--- src/rtl/phsv_pkg.sv ---
package phsv_pkg;

    localparam int unsigned PipeDepth = 7;

    localparam logic [5:0]  AlphaFull   = 6'd32;
    localparam logic [5:0]  SixBitMax   = 6'h3f;
    localparam logic [11:0] HueMod      = 12'd360;
    localparam logic [10:0] HueScale    = 11'h7ff;
    localparam logic [10:0] RegionSpan  = 11'd341;
    localparam logic [16:0] FracOne     = 17'h1ffff;

    // floor(x / 360) by reciprocal multiply; exact over the ranges used
    localparam logic [23:0] HueRecip    = 24'd2913;     // 2^20 / 360, rounded up
    localparam logic [39:0] ScaleRecip  = 40'd745655;   // 2^28 / 360, rounded up

    typedef enum logic [2:0] {
        HUE_R0 = 3'd0,
        HUE_R1 = 3'd1,
        HUE_R2 = 3'd2,
        HUE_R3 = 3'd3,
        HUE_R4 = 3'd4,
        HUE_R5 = 3'd5
    } region_t;

    typedef struct packed {
        logic        hsv;
        logic        gray;
        logic [5:0]  sat;
        logic [7:0]  val;
        logic [7:0]  opacity;
        logic [23:0] pix;
    } ctx_t;

endpackage

--- src/rtl/phsv_datapath.sv ---
module phsv_datapath (
    input  logic        clk,
    input  logic        en,
    input  logic [31:0] color_word,
    output logic [7:0]  red,
    output logic [7:0]  green,
    output logic [7:0]  blue,
    output logic [7:0]  opacity,
    output logic [15:0] rgb565
);
    import phsv_pkg::*;

    // stage 1: decode, value scale, opacity, coarse hue quotient
    logic [5:0]  code;
    logic [5:0]  code_sat;
    logic [13:0] opa_prod;
    logic [5:0]  v6;
    logic [1:0]  v_div21;
    logic [23:0] hue_prod;
    ctx_t        c1_next;
    ctx_t        c1_reg;
    logic [11:0] hue1_reg;
    logic [3:0]  hq1_reg;

    always_comb
    begin
        code     = color_word[29:24];
        code_sat = (code > AlphaFull) ? AlphaFull : code;
        opa_prod = 14'(AlphaFull - code_sat) * 14'd255;
        v6       = color_word[5:0];
        if (v6 >= 6'd63)
            v_div21 = 2'd3;
        else if (v6 >= 6'd42)
            v_div21 = 2'd2;
        else if (v6 >= 6'd21)
            v_div21 = 2'd1;
        else
            v_div21 = 2'd0;
        hue_prod = 24'(color_word[23:12]) * HueRecip;

        c1_next.hsv     = color_word[30];
        c1_next.gray    = (color_word[11:6] == 6'd0);
        c1_next.sat     = color_word[11:6];
        c1_next.val     = {v6, 2'b00} + 8'(v_div21);   // (v * 255) / 63
        c1_next.opacity = opa_prod[12:5];
        c1_next.pix     = color_word[23:0];
    end

    always_ff @(posedge clk)
    begin
        if (en)
        begin
            c1_reg   <= c1_next;
            hue1_reg <= color_word[23:12];
            hq1_reg  <= hue_prod[23:20];
        end
    end

    // stage 2: hue mod 360, times 2047
    logic [11:0] hue_mod_full;
    logic [8:0]  hue_mod;
    logic [19:0] x2_next;
    ctx_t        c2_reg;
    logic [19:0] x2_reg;

    always_comb
    begin
        hue_mod_full = hue1_reg - 12'(hq1_reg) * HueMod;
        hue_mod      = hue_mod_full[8:0];
        x2_next      = {hue_mod, 11'b0} - 20'(hue_mod);
    end

    always_ff @(posedge clk)
    begin
        if (en)
        begin
            c2_reg <= c1_reg;
            x2_reg <= x2_next;
        end
    end

    // stage 3: scaled hue = x / 360
    logic [39:0] hs_prod;
    ctx_t        c3_reg;
    logic [10:0] hs3_reg;

    assign hs_prod = 40'(x2_reg) * ScaleRecip;

    always_ff @(posedge clk)
    begin
        if (en)
        begin
            c3_reg  <= c2_reg;
            hs3_reg <= hs_prod[38:28];
        end
    end

    // stage 4: region and remainder
    region_t     region_next;
    logic [10:0] base;
    logic [10:0] diff;
    logic [10:0] rem_next;
    ctx_t        c4_reg;
    region_t     region4_reg;
    logic [10:0] rem4_reg;

    always_comb
    begin
        if (hs3_reg >= 11'd1705)
        begin
            region_next = HUE_R5;
            base        = 11'd1705;
        end
        else if (hs3_reg >= 11'd1364)
        begin
            region_next = HUE_R4;
            base        = 11'd1364;
        end
        else if (hs3_reg >= 11'd1023)
        begin
            region_next = HUE_R3;
            base        = 11'd1023;
        end
        else if (hs3_reg >= 11'd682)
        begin
            region_next = HUE_R2;
            base        = 11'd682;
        end
        else if (hs3_reg >= RegionSpan)
        begin
            region_next = HUE_R1;
            base        = RegionSpan;
        end
        else
        begin
            region_next = HUE_R0;
            base        = 11'd0;
        end
        diff     = hs3_reg - base;
        rem_next = {diff[8:0], 2'b00} + {1'b0, diff[8:0], 1'b0};
    end

    always_ff @(posedge clk)
    begin
        if (en)
        begin
            c4_reg      <= c3_reg;
            region4_reg <= region_next;
            rem4_reg    <= rem_next;
        end
    end

    // stage 5: saturation products and p
    logic [16:0] ta_next;
    logic [16:0] qa_next;
    logic [13:0] p_prod;
    ctx_t        c5_reg;
    region_t     region5_reg;
    logic [16:0] ta5_reg;
    logic [16:0] qa5_reg;
    logic [7:0]  p5_reg;

    always_comb
    begin
        ta_next = 17'(c4_reg.sat) * 17'(HueScale - rem4_reg);
        qa_next = 17'(c4_reg.sat) * 17'(rem4_reg);
        p_prod  = 14'(c4_reg.val) * 14'(SixBitMax - c4_reg.sat);
    end

    always_ff @(posedge clk)
    begin
        if (en)
        begin
            c5_reg      <= c4_reg;
            region5_reg <= region4_reg;
            ta5_reg     <= ta_next;
            qa5_reg     <= qa_next;
            p5_reg      <= p_prod[13:6];
        end
    end

    // stage 6: t and q
    logic [24:0] t_prod;
    logic [24:0] q_prod;
    ctx_t        c6_reg;
    region_t     region6_reg;
    logic [7:0]  p6_reg;
    logic [7:0]  t6_reg;
    logic [7:0]  q6_reg;

    always_comb
    begin
        t_prod = 25'(c5_reg.val) * 25'(FracOne - ta5_reg);
        q_prod = 25'(c5_reg.val) * 25'(FracOne - qa5_reg);
    end

    always_ff @(posedge clk)
    begin
        if (en)
        begin
            c6_reg      <= c5_reg;
            region6_reg <= region5_reg;
            p6_reg      <= p5_reg;
            t6_reg      <= t_prod[24:17];
            q6_reg      <= q_prod[24:17];
        end
    end

    // stage 7: channel select and pack
    logic [7:0] r_next;
    logic [7:0] g_next;
    logic [7:0] b_next;
    logic [7:0] red_reg;
    logic [7:0] green_reg;
    logic [7:0] blue_reg;
    logic [7:0] opacity_reg;
    logic [15:0] rgb565_reg;

    always_comb
    begin
        if (!c6_reg.hsv)
        begin
            r_next = c6_reg.pix[23:16];
            g_next = c6_reg.pix[15:8];
            b_next = c6_reg.pix[7:0];
        end
        else if (c6_reg.gray)
        begin
            r_next = c6_reg.val;
            g_next = c6_reg.val;
            b_next = c6_reg.val;
        end
        else
        begin
            case (region6_reg)
                HUE_R0:
                begin
                    r_next = c6_reg.val; g_next = t6_reg;     b_next = p6_reg;
                end
                HUE_R1:
                begin
                    r_next = q6_reg;     g_next = c6_reg.val; b_next = p6_reg;
                end
                HUE_R2:
                begin
                    r_next = p6_reg;     g_next = c6_reg.val; b_next = t6_reg;
                end
                HUE_R3:
                begin
                    r_next = p6_reg;     g_next = q6_reg;     b_next = c6_reg.val;
                end
                HUE_R4:
                begin
                    r_next = t6_reg;     g_next = p6_reg;     b_next = c6_reg.val;
                end
                default:
                begin
                    r_next = c6_reg.val; g_next = p6_reg;     b_next = q6_reg;
                end
            endcase
        end
    end

    always_ff @(posedge clk)
    begin
        if (en)
        begin
            red_reg     <= r_next;
            green_reg   <= g_next;
            blue_reg    <= b_next;
            opacity_reg <= c6_reg.opacity;
            rgb565_reg  <= {r_next[7:3], g_next[7:2], b_next[7:3]};
        end
    end

    assign red     = red_reg;
    assign green   = green_reg;
    assign blue    = blue_reg;
    assign opacity = opacity_reg;
    assign rgb565  = rgb565_reg;

endmodule

--- src/rtl/packed_hsv_to_rgb_converter_top.sv ---
// Packed color word to RGB converter. Each transaction on the color channel
// carries one 32-bit word: bit 30 selects HSV (hue 23:12, saturation 11:6,
// value 5:0) or RGB888, bits 29:24 a transparency code (codes above 32 act
// as 32). Each word yields one transaction on the result channel with 8-bit
// red, green, blue, an RGB565 pack and an 8-bit opacity. The datapath is a
// seven-stage pipeline, and one word per cycle is accepted for as long as
// results are taken; the whole pipeline holds while a finished result waits
// on rgb_ready.
module packed_hsv_to_rgb_converter_top (
    input  logic        clk,
    input  logic        rst_n,
    input  logic        color_valid,
    output logic        color_ready,
    input  logic [31:0] color_word,
    output logic        rgb_valid,
    input  logic        rgb_ready,
    output logic [7:0]  red,
    output logic [7:0]  green,
    output logic [7:0]  blue,
    output logic [7:0]  opacity,
    output logic [15:0] rgb565
);
    import phsv_pkg::*;

    logic                 en;
    logic [PipeDepth-1:0] valid_reg;
    logic [PipeDepth-1:0] valid_next;

    assign en         = !valid_reg[PipeDepth-1] || rgb_ready;
    assign valid_next = {valid_reg[PipeDepth-2:0], color_valid};

    always_ff @(posedge clk or negedge rst_n)
    begin
        if (!rst_n)
            valid_reg <= '0;
        else if (en)
            valid_reg <= valid_next;
    end

    assign color_ready = en;
    assign rgb_valid   = valid_reg[PipeDepth-1];

    phsv_datapath u_datapath (
        .clk        (clk),
        .en         (en),
        .color_word (color_word),
        .red        (red),
        .green      (green),
        .blue       (blue),
        .opacity    (opacity),
        .rgb565     (rgb565)
    );

endmodule
--- config.mk ---
export PLATFORM = sky130hd
export DESIGN_NAME = packed_hsv_to_rgb_converter_top
export DESIGN_NICKNAME = d
export VERILOG_FILES = /design/src/rtl/phsv_pkg.sv /design/src/rtl/phsv_datapath.sv /design/src/rtl/packed_hsv_to_rgb_converter_top.sv
export SDC_FILE = /design/constraint.sdc
export NUM_CORES = 2
export LEC_CHECK = 0
export ABC_AREA = 1
export BUFFER_PORTS_ARGS = -buffer_cell sky130_fd_sc_hd__buf_2
export CORE_AREA = 2 2 268 270
export CTS_CLUSTER_DIAMETER = 150
export DETAILED_ROUTE_END_ITERATION = 10
export DIE_AREA = 0 0 270 272
export PLACE_DENSITY = 0.71
export RECOVER_POWER = 50
export SLEW_MARGIN = 20
export SYNTH_ARGS = -nofsm -noshare
export SYNTH_HDL_FRONTEND = slang
export SYNTH_SLANG_ARGS = --single-unit
--- constraint.sdc ---
create_clock -name clk -period 52.6 [get_ports clk]
set_input_delay 10.52 -clock clk [delete_from_list [all_inputs] [get_ports clk]]
set_output_delay 10.52 -clock clk [all_outputs]
set_load 0.005 [all_outputs]
## After elaboration in Yosys (flattened, before gate mapping)

Cells that the tools add are included.

- Flip-flop bits (word level): 461
- Output and inout bits: 50
- Bits of input ports: 36
- Word-level logic and storage cells: 118

- Reductions and logical operators: 9
- Mux-type cells: 22
- Multipliers: 9
- Add/subtract/negate cells: 10
- Magnitude comparators: 9
- Equal/unequal tests: 4

Operator list:

| cell | number |
|---|---|
| case mux 8 bit (3 select lines) | 3 |
| multiplier 8 x 25 -> 25 bit | 2 |
| two-way mux 8 bit | 6 |
| two-way mux 9 bit | 5 |
| multiplier 20 x 20 -> 39 bit, second input constant | 1 |
| subtractor 17 x 17 -> 18 bit, first input constant | 2 |
| multiplier 12 x 12 -> 24 bit, second input constant | 1 |
| >= comparator 11 x 10 -> 1 bit, second input constant | 2 |
| >= comparator 11 bit, second input constant | 2 |
| subtractor 20 x 9 -> 20 bit | 1 |
| subtractor 9 bit | 2 |
| multiplier 6 x 11 -> 17 bit | 1 |
| multiplier 6 x 17 -> 17 bit | 1 |
| multiplier 14 x 8 -> 13 bit, second input constant | 1 |
| multiplier 8 x 14 -> 14 bit | 1 |
| subtractor 6 x 6 -> 7 bit, first input constant | 2 |
| >= comparator 6 bit, second input constant | 2 |
| subtractor 11 x 11 -> 12 bit, first input constant | 1 |
| adder 11 x 10 -> 11 bit | 1 |
| >= comparator 11 x 9 -> 1 bit, second input constant | 1 |
| OR reduction 2 bit | 5 |
| adder 8 x 2 -> 8 bit | 1 |
| equality test 3 x 2 -> 1 bit, second input constant | 2 |
| >= comparator 6 x 5 -> 1 bit, second input constant | 1 |
| 12 further kinds | 16 |

## Longest topological paths before layout

- Depth in word-level cells: 8
- Depth in mapped cells: 29
- Gate-level depth less buffers: 29

## By module

From an unflattened synthesis, not the netlist that was laid out.

- Cell total of the unflattened synthesis: 4,098
- Area total of the unflattened synthesis: 38,699.6 um2

Modules (own cells, without submodules):

| module | cells each | instances | area each (um2) |
|---|---|---|---|
| phsv_datapath | 4,068 | 1 | 38,415.6 |
| packed_hsv_to_rgb_converter_top | 30 | 1 | 284.0 |

## Worst setup path after synthesis

Ideal clock, no wire load.

- Path type: input to output
- Start point: input rgb_ready
- End point: output color_ready
- Path slack: 21,384 ps
- Buffers on the path: 1
- Stages: 3
- Arrival time: 20,696 ps
- Cell sequence: inv_1 nand2_1 clkbuf_1

- Word-level cells in the longest chain between the ends: 1

Ends and longest elaborated chain:

| what | line | text |
|---|---|---|
| from (decl) | packed_hsv_to_rgb_converter_top.sv:16 | `input logic rgb_ready,` |
| logical OR 1 bit | packed_hsv_to_rgb_converter_top.sv:29 | `assign en = !valid_reg[PipeDepth-1] \|\| rgb_ready;` |
| to (decl) | packed_hsv_to_rgb_converter_top.sv:13 | `output logic color_ready,` |

No other way between the ends.

## Worst setup path after layout

Same ends and word-level chain as after synthesis.

==> summary.md <==
| Metric | Value |
|---|---|
| Worst-path clk slew | 0.06 ns |
| PostCTS Resize Cnt | 0 |
| TNS Setup | 0 ns |
| Mux cell area share after synthesis | less than 1% |
| Cell Chain, Critical Path | buf_2 > inv_1 > nand2_1 > buf_2 |
| FFs w/ async S/R, synth | approximately 1.9% |
| Final wirelength | around 84 mm |
| Post-synth top cells | inv_1 (922), nand2_1 (827), ha_1 (460) |
| Largest family of logic cells by synthesized area | adder cells |
| Failing checks | max-capacitance violations, max-slew violations |
| CP most frequent cell | buf_2 |
| Final hold viol count | 0 |
| Die height | 272 um |
| Vias | 27118 |
| Synth Cell Area | 38600 um2 |
| Post-synth net total | 5117 |
| CP delay by family, top | simple AND/OR/NAND/NOR gates |
| DR iter-0 viols | 1624 |
| Gpl congestion | 0.915 |
| Post-route antenna net violation count | 0 |
| Hold buffer count at cts | 0 |
| Layout Skew | ~0.029 ns |
| Later-pin clock latency in the skew report | 0.57 ns |
| Cell area after layout | between 40000 and 50000 um2 |
| Largest fanout on the critical path | 14 |
| Root buffer cell | clkbuf_16 |
| Layout net count | 5195 |
| Smallest hold slack | 0.390 ns |
| Largest net degree at the start of global routing | 90 |
| Fill count | 6121 |
| CORE AREA | 70800 um2 |
| Register Area | 11100 um2 |
| Synth top area share | 28.4% |
| Critical Path RT | 42.08 ns |
| Vias in the first global route | 28178 |
| Compound-cell area share of the yosys netlist | 5.79% |
| Synth area leaders | edfxtp_1 (28%), fa_1 (24%), ha_1 (15%) |
| Chip width | 270 um |
| Post-Synthesis Cells | 4167 |
| DR DRC count | 0 |
| Worst slew pin tran | 3.15 ns |
| Xor/xnor share of the synthesized area | between 2 and 2.5% |
| Slew margin rel. | -110% |
| Metal-1 WL | ~36 mm |
| Die Area | ~73000 um2 |
| Via density | 5.19 |
| Final Slew Violations | 292 |
| Initial antenna violation count | 0 |
| CTS tree | done |
| Top FF cell, synth | edfxtp_1 |
| Min cycle time layout | 22.21 ns |
| Share of layout cells above drive strength 1 | 3.65% |
| 1st-pass router iterations | 6 |
| Buf/Inv on CP | 3 |
| Crit Path Category | in -> out |
| First-pass GRT wire length | 140 mm |
| Synth Area in Simple Gates | 14.5% |
| Mean Syn Cell Area | between 9 and 10 um2 |
| Slowest cell on crit path | nand2_1 |
| Status | finished with violations |
| DP HPWL | about 67 mm |
| Post-CTS Setup Bufs | 0 |
| Synth Area in Adders | 38.5% |
| Area of the multi-input gates | 23600 um2 |
| Top Metal Used | met4 |
| TritonCTS Sinks | ~370 |
| Sequential share of the synthesized area | between 20 and 30% |
| Global route total overflow | 0 |
| Worst setup SP type | input pin |
| Ant. Diodes | 0 |
| Unrepaired setup endpoints after global routing | false |
| EDFF count, synth | 365 |
| Wirelength per Cell | around 16 um |
| Max frequency | 45.0 MHz |
| Hold Path Class | reg -> reg |
| Crit share post-route | 42.2% |
| Post-DP Area | 40000 um2 |
| Crit. End Element | output port |
| Max clock buf depth | 3 |
| Area growth syn-to-layout | 7.09% |
| TritonCTS Buffers | 41 |
| Final Setup Violations | 0 |
| GR Util All Layers | 23.5% |
| Data arrival, critical path | 11.69 ns |
| Critical Path Max Stage Delay | 0.77 ns |
| Most frequent cell after synthesis | inv_1 |
| H-tree depth | 2 |
| Post-synth top area cell | edfxtp_1 |
| Max Cap Violations | 9 |
| Met2 WL | 41.2 mm |
| # rows | 98 |
| Synth unique cells | 50 |
| Initial core utilization | between 50% and 60% |
| Synth Warn # | 0 |
| WL met3 | about 3.7 mm |
| Io pins | 86 |
| #FFs+latches synth | about 370 |
| Port Buffers | 84 |
-- cell type report --
type | count | share of cell area (%)
Clock buffer | 49 | 2.61
Clock inverter | 26 | 0.839
Inverter | 934 | 8.49
Multi-Input combinational cell | 2792 | 57.1
Sequential cell | 372 | 26.9
Tap cell | 950 | 2.88
Timing Repair Buffer | 104 | 1.19
-- through the flow --
stage	cells	setup WS, ns	util (%)
finish	5227	30.39	58.4
global route	5227	30.32	58.4
CTS	5227	30.91	58.6
detailed placement	5152	30.91	56.6
global placement	5152	30.92	56.6
floorplan	4167	21.38	-
-- path summary, 6_finish.rpt --
| check | from | end | slack (ns) | depth (start not counted) |
|---|---|---|---|---|
| worst min register to register | u_datapath.c5_reg[22] | u_datapath.c6_reg[22] | 0.39 | 0 |
| worst min-delay path | u_datapath.c5_reg[22] | u_datapath.c6_reg[22] | 0.39 | 0 |
| worst max-delay path | rgb_ready | color_ready | 30.39 | 4 |
| max in group asynchronous | rst_n | valid_reg[2] | 42.49 | 1 |
| min in group asynchronous | rst_n | valid_reg[3] | 9.85 | 1 |
| worst max register to register | u_datapath.c5_reg[2] | u_datapath.q6_reg[7] | 46.14 | 15 |
-- kinds of logic (layout without fill, tap and decap cells) --
family | count (synthesis) | in the layout
XOR/XNOR | 103 | 103
flip-flops | 372 | 372
adder cells (fa/ha/maj) | 914 | 914
AO/OA/AOI/OAI | 388 | 388
buffers and inverters | 1003 | 1113
multiplexers | 1 | 1
AND/OR/NAND/NOR | 1386 | 1386
-- routing by layer --
metal | up-vias | GRT usage (%)
met3 | 178 | 2.54
met4 | 0 | 8.70
met1 | 13057 | 30.2
met5 | - | 0
met2 | 599 | 41.2
li1 | 13284 | -
-- cell usage in the layout, fill, tap and decap left out, types with 5 or more instances in the layout --
cell and n:
nor3_1 27, o221ai_1 6, o21bai_1 22, clkinv_1 10, xor2_1 79, nand2_1 827, clkbuf_16 42, nor2_1 350
o22ai_1 7, inv_1 923, fa_1 454, buf_4 6, inv_2 6, a21boi_0 5, dfrtp_1 7, nor4_1 8
o211ai_1 17, o21ai_0 79, edfxtp_1 365, buf_2 62, xnor2_1 24, nand3b_1 10, nand2_2 5, a21o_1 30
a21oi_1 196, bufinv_16 6, clkbuf_1 43, nand3_1 104, ha_1 460, nand4_1 37, a22oi_1 7
Power is left out: the tool's default activity adds up to more than one toggle a clock period on the data nets, which glitch-free logic cannot reach.
